## src/hdl/tga_pkg.sv

```systemverilog
`timescale 1ns / 1ps
package tga_pkg;

   typedef enum logic [2:0] {
      PH_HEADER = 3'd0,
      PH_SKIP   = 3'd1,
      PH_RAW    = 3'd2,
      PH_PKTHDR = 3'd3,
      PH_REPEAT = 3'd4,
      PH_RAWPKT = 3'd5,
      PH_DONE   = 3'd6
   } phase_type;

   localparam logic [4:0] ST_OK          = 5'd0;
   localparam logic [4:0] ST_SHORT_HDR   = 5'd1;
   localparam logic [4:0] ST_BAD_TYPE    = 5'd2;
   localparam logic [4:0] ST_MAP_FLAG    = 5'd3;
   localparam logic [4:0] ST_ZERO_SIZE   = 5'd4;
   localparam logic [4:0] ST_TOO_LARGE   = 5'd5;
   localparam logic [4:0] ST_INTERLEAVE  = 5'd6;
   localparam logic [4:0] ST_RIGHT_LEFT  = 5'd7;
   localparam logic [4:0] ST_PAL_ORIGIN  = 5'd8;
   localparam logic [4:0] ST_PAL_EMPTY   = 5'd9;
   localparam logic [4:0] ST_INDEX_DEPTH = 5'd10;
   localparam logic [4:0] ST_ENTRY_BITS  = 5'd11;
   localparam logic [4:0] ST_GRAY_ALPHA  = 5'd12;
   localparam logic [4:0] ST_GRAY_DEPTH  = 5'd13;
   localparam logic [4:0] ST_TRUE_DEPTH  = 5'd14;
   localparam logic [4:0] ST_ALPHA_BITS  = 5'd15;
   localparam logic [4:0] ST_SHORT_SKIP  = 5'd16;
   localparam logic [4:0] ST_SHORT_RAW   = 5'd17;
   localparam logic [4:0] ST_SHORT_PKHDR = 5'd18;
   localparam logic [4:0] ST_OVERRUN     = 5'd19;
   localparam logic [4:0] ST_SHORT_REP   = 5'd20;
   localparam logic [4:0] ST_SHORT_RPKT  = 5'd21;
   localparam logic [4:0] ST_BAD_INDEX   = 5'd22;

   localparam int HEADER_LEN = 18;

   // decoded header, carried from the decoder to the walker and result
   typedef struct packed {
      logic [4:0]  status;
      logic [15:0] width;
      logic [15:0] height;
      logic [2:0]  channels;
      logic [7:0]  bpp;
      logic        rle;
      logic        palette;
      logic        top;
      logic [18:0] skip;
      logic [2:0]  pbytes;
      logic [15:0] pal_len;
   } hinfo_type;

endpackage

```

## src/hdl/tga_hdr_decode.sv

```systemverilog
`timescale 1ns / 1ps
module tga_hdr_decode
   import tga_pkg::*;
#(
   parameter int CapWidth = 28
) (
   input  logic [7:0]          hdr [HEADER_LEN],
   input  logic [CapWidth-1:0] pixel_cap,
   output hinfo_type           info,
   output logic [31:0]         area
);
   logic [7:0]  map_flag, typ, base, pal_bits, desc, eb;
   logic [15:0] pal_first;
   logic [3:0]  alpha;
   logic [31:0] cap32;

   assign area  = 32'(info.width) * 32'(info.height);
   assign cap32 = 32'(pixel_cap);

   always_comb begin
      map_flag  = hdr[1];
      typ       = hdr[2];
      pal_first = {hdr[4], hdr[3]};
      pal_bits  = hdr[7];
      desc      = hdr[17];
      alpha     = desc[3:0];
      eb        = 8'((9'(pal_bits) + 9'd7) >> 3);
      info          = '0;
      info.rle      = (typ >= 8'd8);
      base          = info.rle ? typ - 8'd8 : typ;
      info.pal_len  = {hdr[6], hdr[5]};
      info.width    = {hdr[13], hdr[12]};
      info.height   = {hdr[15], hdr[14]};
      info.bpp      = hdr[16];
      info.top      = desc[5];
      info.palette  = (base == 8'd1);
      info.skip     = 19'(hdr[0]);
      // checks in priority order
      if (base != 8'd1 && base != 8'd2 && base != 8'd3) begin
         info.status = ST_BAD_TYPE;
      end else if (info.palette ? map_flag != 8'd1 : map_flag != 8'd0) begin
         info.status = ST_MAP_FLAG;
      end else if (info.width == 16'd0 || info.height == 16'd0) begin
         info.status = ST_ZERO_SIZE;
      end else if (area > cap32) begin
         info.status = ST_TOO_LARGE;
      end else if (desc[7:6] != 2'b00) begin
         info.status = ST_INTERLEAVE;
      end else if (desc[4]) begin
         info.status = ST_RIGHT_LEFT;
      end else if (info.palette) begin
         if (pal_first != 16'd0) info.status = ST_PAL_ORIGIN;
         else if (info.pal_len == 16'd0) info.status = ST_PAL_EMPTY;
         else if (info.bpp != 8'd8 && info.bpp != 8'd16) info.status = ST_INDEX_DEPTH;
         else begin
            if (pal_bits == 8'd8) info.channels = 3'd1;
            else if (pal_bits == 8'd15 || pal_bits == 8'd16 || pal_bits == 8'd24)
               info.channels = 3'd3;
            else if (pal_bits == 8'd32) info.channels = 3'd4;
            else info.status = ST_ENTRY_BITS;
            info.pbytes = info.bpp[4] ? 3'd2 : 3'd1;
            info.skip   = 19'(hdr[0]) + 19'(info.pal_len) * 19'(eb[2:0]);
         end
      end else if (base == 8'd3) begin
         if (info.bpp == 8'd16) info.status = ST_GRAY_ALPHA;
         else if (info.bpp != 8'd8) info.status = ST_GRAY_DEPTH;
         else begin
            info.channels = 3'd1;
            info.pbytes   = 3'd1;
         end
      end else begin
         if (info.bpp == 8'd15 || info.bpp == 8'd16) begin
            info.channels = 3'd3; info.pbytes = 3'd2;
         end else if (info.bpp == 8'd24) begin
            info.channels = 3'd3; info.pbytes = 3'd3;
         end else if (info.bpp == 8'd32) begin
            info.channels = 3'd4; info.pbytes = 3'd4;
         end else info.status = ST_TRUE_DEPTH;
      end
      if (info.status == ST_OK &&
          (info.channels == 3'd4 ? alpha != 4'd8 : alpha != 4'd0))
         info.status = ST_ALPHA_BITS;
   end
endmodule

```

## src/hdl/tga_stream_validator.sv

```systemverilog
`timescale 1ns / 1ps
// A result transfer appears in the cycle after the last byte is taken.
// Throughput: one byte per cycle unless the result is stalled; the header is decoded
// combinationally from the 18 header registers; the payload walk is counter updates only.
// Reset (synchronous, active high) returns to header phase, clears errors,
// sets check_payload to 1 and empties the result register.
module tga_stream_validator
   import tga_pkg::*;
#(
   parameter int PIXEL_CAP = 250000000
) (
   input  logic        clock,
   input  logic        reset,
   input  logic        req_tvalid,
   output logic        req_tready,
   input  logic [7:0]  req_tdata,   // data_byte
   input  logic        req_tlast,   // last_byte
   output logic        rsp_tvalid,
   input  logic        rsp_tready,
   output logic [95:0] rsp_tdata,   // status, image_width, image_height,
                                    // channel_count, pixel_depth, is_rle, is_palette,
                                    // rows_top_first, payload_offset, bytes_per_pixel,
                                    // palette_entries, zero fill
   input  logic        csr_psel,
   input  logic        csr_penable,
   input  logic        csr_pwrite,
   input  logic [2:0]  csr_paddr,
   input  logic [31:0] csr_pwdata,
   output logic [31:0] csr_prdata,
   output logic        csr_pready
);
   localparam int CapW = 28;

   logic [7:0]  hdr_ff [HEADER_LEN];
   logic [4:0]  hcnt_ff, hcnt_in;
   phase_type   phase_ff, phase_in;
   logic [18:0] skip_ff, skip_in;
   logic [27:0] pix_ff, pix_in;
   logic [7:0]  pkt_ff, pkt_in;
   logic [1:0]  bip_ff, bip_in;
   logic [7:0]  lowb_ff, lowb_in;
   logic        pend_ff, pend_in;
   logic [4:0]  err_ff, err_in;
   logic        cfg_ff;
   logic        ov_ff;
   logic [95:0] od_ff;

   hinfo_type   info;
   logic [31:0] area;
   logic        take, done, bad;
   logic [1:0]  bip_nx;
   logic [15:0] idx;
   logic [7:0]  pl;
   logic [95:0] res;

   tga_hdr_decode #(.CapWidth(CapW)) u_dec (
      .hdr(hdr_ff), .pixel_cap(CapW'(PIXEL_CAP)), .info(info), .area(area));

   assign csr_pready = 1'b1;
   assign csr_prdata = {31'd0, cfg_ff};
   assign req_tready = !ov_ff || rsp_tready;
   assign take       = req_tvalid && req_tready;
   assign rsp_tvalid = ov_ff;
   assign rsp_tdata  = od_ff;

   // config register write
   always_ff @(posedge clock) begin
      if (reset) cfg_ff <= 1'b1;
      else if (csr_psel && csr_penable && csr_pwrite && csr_paddr == 3'd0)
         cfg_ff <= csr_pwdata[0];
   end

   // pixel byte assembly
   always_comb begin
      bip_nx = bip_ff + 2'd1;
      done   = (bip_nx == info.pbytes[1:0]);
      idx    = (info.pbytes == 3'd1) ? {8'd0, lowb_ff} : {req_tdata, lowb_ff};
      if (bip_ff == 2'd0) idx[7:0] = req_tdata;
      bad    = info.palette && idx >= info.pal_len;
      pl     = {1'b0, req_tdata[6:0]} + 8'd1;
   end

   // next state for one byte
   always_comb begin
      hcnt_in = hcnt_ff; phase_in = phase_ff; skip_in = skip_ff; pix_in = pix_ff;
      pkt_in = pkt_ff; bip_in = bip_ff; lowb_in = lowb_ff; pend_in = pend_ff;
      err_in = err_ff;
      if (err_ff == ST_OK) begin
         unique case (phase_ff)
            PH_HEADER: begin
               hcnt_in = hcnt_ff + 5'd1;
               if (hcnt_ff == 5'(HEADER_LEN - 1)) begin
                  phase_in = PH_SKIP;
               end
            end
            PH_SKIP: begin
               skip_in = skip_ff - 19'd1;
            end
            PH_RAW, PH_REPEAT, PH_RAWPKT: begin
               if (bip_ff == 2'd0) lowb_in = req_tdata;
               bip_in = done ? 2'd0 : bip_nx;
               if (done) begin
                  if (phase_ff == PH_REPEAT) begin
                     if (bad) err_in = ST_BAD_INDEX;
                     else begin
                        pix_in   = pix_ff - 28'(pkt_ff);
                        pkt_in   = 8'd0;
                        phase_in = (pix_ff == 28'(pkt_ff)) ? PH_DONE : PH_PKTHDR;
                     end
                  end else begin
                     pend_in = pend_ff | bad;
                     pix_in  = pix_ff - 28'd1;
                     if (phase_ff == PH_RAW) begin
                        if (pix_ff == 28'd1) begin
                           if (pend_in) err_in = ST_BAD_INDEX;
                           else phase_in = PH_DONE;
                        end
                     end else begin
                        pkt_in = pkt_ff - 8'd1;
                        if (pkt_ff == 8'd1) begin
                           if (pend_in) err_in = ST_BAD_INDEX;
                           else phase_in = (pix_ff == 28'd1) ? PH_DONE : PH_PKTHDR;
                        end
                     end
                  end
               end
            end
            PH_PKTHDR: begin
               pkt_in = pl;
               if (28'(pl) > pix_ff) err_in = ST_OVERRUN;
               else begin
                  bip_in = 2'd0; pend_in = 1'b0;
                  phase_in = req_tdata[7] ? PH_REPEAT : PH_RAWPKT;
               end
            end
            default: phase_in = PH_DONE;
         endcase
      end
   end

   // decode the stored header with the incoming byte merged in, so the
   // 18th byte already sees the complete header
   logic        hdr_last;
   logic [7:0]  hdr_nx [HEADER_LEN];
   hinfo_type   info_nx;
   logic [31:0] area_nx;
   always_comb begin
      for (int i = 0; i < HEADER_LEN; i++) hdr_nx[i] = hdr_ff[i];
      if (phase_ff == PH_HEADER && hcnt_ff < 5'(HEADER_LEN))
         hdr_nx[hcnt_ff] = req_tdata;
   end
   assign hdr_last = (err_ff == ST_OK) && phase_ff == PH_HEADER
                     && hcnt_ff == 5'(HEADER_LEN - 1);
   tga_hdr_decode #(.CapWidth(CapW)) u_dec_nx (
      .hdr(hdr_nx), .pixel_cap(CapW'(PIXEL_CAP)), .info(info_nx), .area(area_nx));

   // result word fields from the decoded header
   always_comb begin
      res = '0;
      res[4:0]    = ST_OK;
      res[20:5]   = info_nx.width;
      res[36:21]  = info_nx.height;
      res[39:37]  = info_nx.channels;
      res[47:40]  = info_nx.bpp;
      res[48]     = info_nx.rle;
      res[49]     = info_nx.palette;
      res[50]     = info_nx.top;
      res[69:51]  = info_nx.skip + 19'(HEADER_LEN);
      res[72:70]  = info_nx.pbytes;
      res[88:73]  = info_nx.palette ? info_nx.pal_len : 16'd0;
   end

   // phase after header entry or skip end, folded into final next values
   phase_type   ph_f;
   logic [4:0]  err_f;
   logic [18:0] skip_f;
   logic [27:0] pix_f;
   logic [1:0]  bip_f;
   logic        pend_f;
   always_comb begin
      ph_f = phase_in; err_f = err_in; skip_f = skip_in; pix_f = pix_in;
      bip_f = bip_in; pend_f = pend_in;
      if (hdr_last) begin
         if (info_nx.status != ST_OK) err_f = info_nx.status;
         else begin
            skip_f = info_nx.skip;
            if (info_nx.skip == 19'd0) begin
               ph_f  = !cfg_ff ? PH_DONE : (info_nx.rle ? PH_PKTHDR : PH_RAW);
               pix_f = area_nx[27:0]; bip_f = 2'd0; pend_f = 1'b0;
            end else ph_f = PH_SKIP;
         end
      end else if (err_ff == ST_OK && phase_ff == PH_SKIP && skip_ff == 19'd1) begin
         ph_f  = !cfg_ff ? PH_DONE : (info.rle ? PH_PKTHDR : PH_RAW);
         pix_f = area[27:0]; bip_f = 2'd0; pend_f = 1'b0;
      end
   end

   // final status and result word
   logic [4:0]  fst2;
   logic [95:0] res2;
   always_comb begin
      if (err_f != ST_OK) fst2 = err_f;
      else begin
         unique case (ph_f)
            PH_HEADER: fst2 = ST_SHORT_HDR;
            PH_SKIP:   fst2 = ST_SHORT_SKIP;
            PH_RAW:    fst2 = ST_SHORT_RAW;
            PH_PKTHDR: fst2 = ST_SHORT_PKHDR;
            PH_REPEAT: fst2 = ST_SHORT_REP;
            PH_RAWPKT: fst2 = ST_SHORT_RPKT;
            default:   fst2 = ST_OK;
         endcase
      end
      res2 = (fst2 == ST_OK) ? res : {91'd0, fst2};
   end

   // store header bytes
   always_ff @(posedge clock) begin
      if (take) begin
         for (int i = 0; i < HEADER_LEN; i++) hdr_ff[i] <= hdr_nx[i];
      end
   end

   // advance control state
   always_ff @(posedge clock) begin
      if (reset) begin
         phase_ff <= PH_HEADER; hcnt_ff <= '0; skip_ff <= '0; pix_ff <= '0;
         pkt_ff <= '0; bip_ff <= '0; lowb_ff <= '0; pend_ff <= 1'b0;
         err_ff <= ST_OK;
      end else if (take) begin
         if (req_tlast) begin
            phase_ff <= PH_HEADER; hcnt_ff <= '0; skip_ff <= '0; pix_ff <= '0;
            pkt_ff <= '0; bip_ff <= '0; lowb_ff <= '0; pend_ff <= 1'b0;
            err_ff <= ST_OK;
         end else begin
            phase_ff <= ph_f; hcnt_ff <= (phase_ff == PH_HEADER) ? hcnt_in : hcnt_ff;
            skip_ff <= skip_f; pix_ff <= pix_f; pkt_ff <= pkt_in; bip_ff <= bip_f;
            lowb_ff <= lowb_in; pend_ff <= pend_f; err_ff <= err_f;
         end
      end
   end

   // result register
   always_ff @(posedge clock) begin
      if (reset) ov_ff <= 1'b0;
      else if (take && req_tlast) ov_ff <= 1'b1;
      else if (rsp_tready) ov_ff <= 1'b0;
   end
   always_ff @(posedge clock) begin
      if (take && req_tlast) od_ff <= res2;
   end

   ap_err_sticky: assert property (@(posedge clock) disable iff (reset)
      (err_ff != ST_OK && !(take && req_tlast)) |=> $stable(err_ff))
      else $error("error latch changed");
   ap_hold: assert property (@(posedge clock) disable iff (reset)
      (rsp_tvalid && !rsp_tready) |=> $stable(rsp_tdata))
      else $error("result changed while stalled");
   ap_hcnt: assert property (@(posedge clock) disable iff (reset)
      (phase_ff == PH_HEADER) |-> (hcnt_ff < 5'(HEADER_LEN)))
      else $error("header count overrun");
endmodule
```

## config.mk

```make
export PLATFORM = sky130hd
export DESIGN_NAME = tga_stream_validator
export DESIGN_NICKNAME = d
export VERILOG_FILES = /design/src/hdl/tga_pkg.sv /design/src/hdl/tga_hdr_decode.sv /design/src/hdl/tga_stream_validator.sv
export SDC_FILE = /design/constraint.sdc
export NUM_CORES = 2
export LEC_CHECK = 0
export ABC_AREA = 1
export BUFFER_PORTS_ARGS = -buffer_cell sky130_fd_sc_hd__buf_2
export CAP_MARGIN = 20
export CORE_MARGIN = 5
export CORE_UTILIZATION = 60
export DETAILED_ROUTE_END_ITERATION = 12
export PLACE_DENSITY = 0.76
export SYNTH_ARGS = -nofsm -noshare
export SYNTH_HDL_FRONTEND = slang
export SYNTH_HIERARCHICAL = 1
export SYNTH_SLANG_ARGS = --single-unit
```

## constraint.sdc

```tcl
create_clock -name clock -period 14.5 [get_ports clock]
set_input_delay 2.175 -clock clock [delete_from_list [all_inputs] [get_ports clock]]
set_output_delay 2.175 -clock clock [all_outputs]
set_load 0.02 [all_outputs]
```

* Word level (Yosys, flattened, before mapping)
Index checks and enable logic that the tools add are counted.
Operators by class: add/sub/neg operators 12, eq/ne operators 51, multiply operators 3, magnitude comparators 9, bitwise operators 3, muxes and demuxes 170, reductions and logical operators 63
Operator list (count):
- $mux 28 | 10
- $mux 22 | 9
- $mux 3 | 55
- $mux 5 | 33
- $bwmux 144 | 1
- $mux 144 | 1
- $mux 19 | 6
- $mux 8 | 14
- $logic_not 16->1 | 6
- $gt 32x28->1 const B | 2
- $mul 16x16->32 | 2
- $eq 8x5->1 const B | 6
- $demux 8 s5 | 1
- $eq 8x4->1 const B | 4
- $ne 8x1->1 const B | 4
- $ne 8x2->1 const B | 4
- $reduce_bool 16->1 | 2
- $pmux 5 s6 | 1
- $eq 28x1->1 const B | 1
- $eq 28x8->1 | 1
- $gt 8x28->1 | 1
- $sub 28x1->28 const B | 1
- $sub 28x8->28 | 1
- $eq 8x1->1 const B | 3
- 57 further kinds | 142
Storage, ports and cells: bits in registers 321, output and inout port bits 131, logic and storage cells 345, input bits 51

* Depth between registers and ports, before layout
word-level depth 35, mapped depth 67, mapped depth without buffers 64

* Hierarchy
The synthesis kept the hierarchy.
Modules (own cells, without submodules):
- tga_stream_validator | instances 1, cells each 1976, area an instance 17305.3 um2, sequential area each 8618.3 um2
- tga_hdr_decode at u_dec_nx | instances 1, cells each 1997, area an instance 13336.5 um2, sequential area each 0.0 um2
- tga_hdr_decode at u_dec | instances 1, cells each 1953, area an instance 13172.6 um2, sequential area each 0.0 um2

* Worst setup path after synthesis
Ideal clock, no wire load.
path kind input -> register, start input port req_tdata[7], end register od_ff[10] (netlist: rsp_tdata[10]), data pin, cell stages on the path 52, buffers on the path 6, slack 3.259 ns, required time 14.245 ns, setup time 0.255 ns, data arrival time 10.986 ns, cells stage by stage clkinv_1 > clkbuf_1 > o21ai_0 > clkbuf_1 > clkbuf_1 > nand2_1 > fa_1 > inv_1 > fa_1 > inv_1 > fa_1 > inv_1 > fa_1 > fa_1 > inv_1 > fa_1 > inv_1 > ha_1 > (+16 left out) > inv_2 > buf_6 > nand2_1 > nand2_1 > nor4_1 > nand3_1 > nor2_1 > nand2_1 > nand2_2 > nand2_1 > a21boi_1 > nor2_1 > nor2_2 > nor2_2 > nor2_4 > buf_6 > buf_2 > and3_1
RTL lines:
- start: declaration | RTL line tga_stream_validator.sv:16 | input logic [7:0] req_tdata,
- end signal: assignment | RTL line tga_stream_validator.sv:250 | if (take && req_tlast) od_ff <= res2;
- end: declaration | RTL line tga_stream_validator.sv:46 | logic [95:0] od_ff;

==> flow_metrics.tcl <==
set metrics [dict create \
    status "completed" \
    cts_hold_buffers 0 \
    grt_pass1_wl_mm 174 \
    skew_ns 0.0486 \
    setup_viol 0 \
    grt_use_met3_pct 4.58 \
    ctsResizeCount 0 \
    drive_gt1_share_pct 7.03 \
    wl_mm 109 \
    critical_path.max_stage_delay_ns 0.74 \
    cp_top_family "simple AND/OR/NAND/NOR gates" \
    cap_violations 0 \
    relSlewSlack_pct 21.0 \
    worst_pin_slew_ns 1.18 \
    rows 94 \
    area_growth_syn_to_layout_pct 5.34 \
    critPathRequiredTime_ns 14.90 \
    utilization_pct 63.9 \
    grt_overflow 0 \
    path_buf_inv 12 \
    startpoint_type "primary input" \
    cts_max_level 2 \
    via_count 34230 \
    cts_buffers 37 \
    track_usage_pct 30.1 \
    first_iter_violations 3380 \
    drc 0 \
    yosysWarningCount 6 \
    grt_antenna_before_repair 0 \
    numPortBuffers 111 \
    busiest_layer "met2" \
    hold_viol 0 \
    hold_ws_ns 0.467 \
    maxSlewViolCount 0 \
    dieArea_sq_um 71800 \
    post_drt_wl_per_cell_um 17.2 \
    vias_per_cell 5.44 \
    crit_slowest_cell "o21ai_1" \
    clk_pin_slew_ns 0.06 \
    worst_ep_arrival_time_ns 13.49 \
    end_kind "flop" \
    synth_area_sq_um 39900 \
    die_w_um 268 \
    synth.avg_cell_area_sq_um 7.37 \
    grt_max_degree 76 \
    cts-root-buf "clkbuf_16" \
    die_h_um 268 \
    global_route.usage.met2_pct 49.8 \
    hpwl_mm 82.8 \
    dr.pass1.iters 6 \
    netlist_instances 5416 \
    postCtsSetupRepairBufs 0 \
    fin_crit_sh_pct 90.3 \
    gp_congestion 0.959 \
    crit_fanout 56 \
    min_period_ns 13.09 \
    grtUsageMet1_pct 40.7 \
    design.core.area_sq_um 65900 \
    grt_pass1_vias 33741 \
    crit_type "primary input to flop" \
    io_pins 182 \
    hp-class "flop to flop" \
    antenna_left 0 \
    tns_ns 0 \
    initial_utilization_pct 60.6 \
    fmax_ghz 0.0764 \
    clock_path_buffers 3 \
    final_nets 6206 \
    cts_tree "built" \
    clock_latency_ns 0.57 \
    crit_top_cell "nand2_1" \
    rsz0062_at_grt "false" \
    clock-sinks 282 \
]
-- cell usage in the layout, fill, tap and decap left out, types with 14 or more instances in the layout --
| cell | instances |
|---|---|
| a21oi_1 | 219 |
| and3_1 | 59 |
| buf_2 | 111 |
| buf_4 | 72 |
| clkbuf_16 | 39 |
| conb_1 | 96 |
| dfxtp_1 | 81 |
| edfxtp_1 | 201 |
| fa_1 | 410 |
| ha_1 | 342 |
| inv_1 | 1211 |
| nand2_1 | 1391 |
| nand2_2 | 19 |
| nand3_1 | 125 |
| nand3_2 | 14 |
| nand4_1 | 40 |
| nor2_1 | 331 |
| nor2_2 | 23 |
| nor3_1 | 63 |
| nor4_1 | 36 |
| o211ai_1 | 21 |
| o21a_1 | 38 |
| o21ai_0 | 136 |
| o21ai_1 | 33 |
| o22ai_1 | 16 |
| or2_2 | 17 |
| xnor2_1 | 46 |
| xor2_1 | 64 |
-- final cells by class --
class	instances	area, sq um
Fill cell	5823	23800
Timing Repair Buffer	183	1100
Antenna cell	1	2.50
Clock buffer	47	1040
Tap cell	864	1080
Sequential cell	282	7660
Inverter	1225	4610
Clock inverter	21	300
Multi-Input combinational cell	3674	26300
-- sequential cells by signal, summed over array words and instances, names as in the netlist --
register,cells
bip_ff,2
err_ff,5
lowb_ff,8
hdr_ff,112
pkt_ff,8
skip_ff,19
pend_ff,1
cfg_ff,1
pix_ff,28
rsp_tdata,89
hcnt_ff,5
rsp_tvalid,1
phase_ff,3
-- final timing paths --
path	endpoint	cells past startpoint	slack, ns	start
setup / recovery	rsp_tdata[74]	55	1.41	req_tdata[7]
hold reg to reg	err_ff[2]	2	0.47	err_ff[2]
hold / removal	err_ff[2]	2	0.47	err_ff[2]
setup reg to reg	rsp_tdata[74]	58	1.71	phase_ff[0]
-- through the flow --
step	setup WS, ns	area [sq um]	std cells
after floorplan	3.32	40300	5509
after global placement	1.35	40700	6227
after detailed placement	1.17	40700	6227
after CTS	1.74	42100	6295
after global routing	0.912	42100	6296
final	1.41	42100	6297
-- tightest hold or removal path, stage by stage, from the launching register on --
cell	delay (ns)
dfxtp_1	0.31
nand2_1	0.06
a21oi_1	0.05
-- routing by layer --
metal | vias to the layer above | share of wire, %
met5 | - | 0
met1 | 16194 | 41
li1 | 16365 | -
met2 | 1394 | 47
met4 | 0 | 3.8
met3 | 277 | 8.4
Power is not shown: default switching activity piles up to over one toggle a cycle in this logic, so the estimate is an artifact.
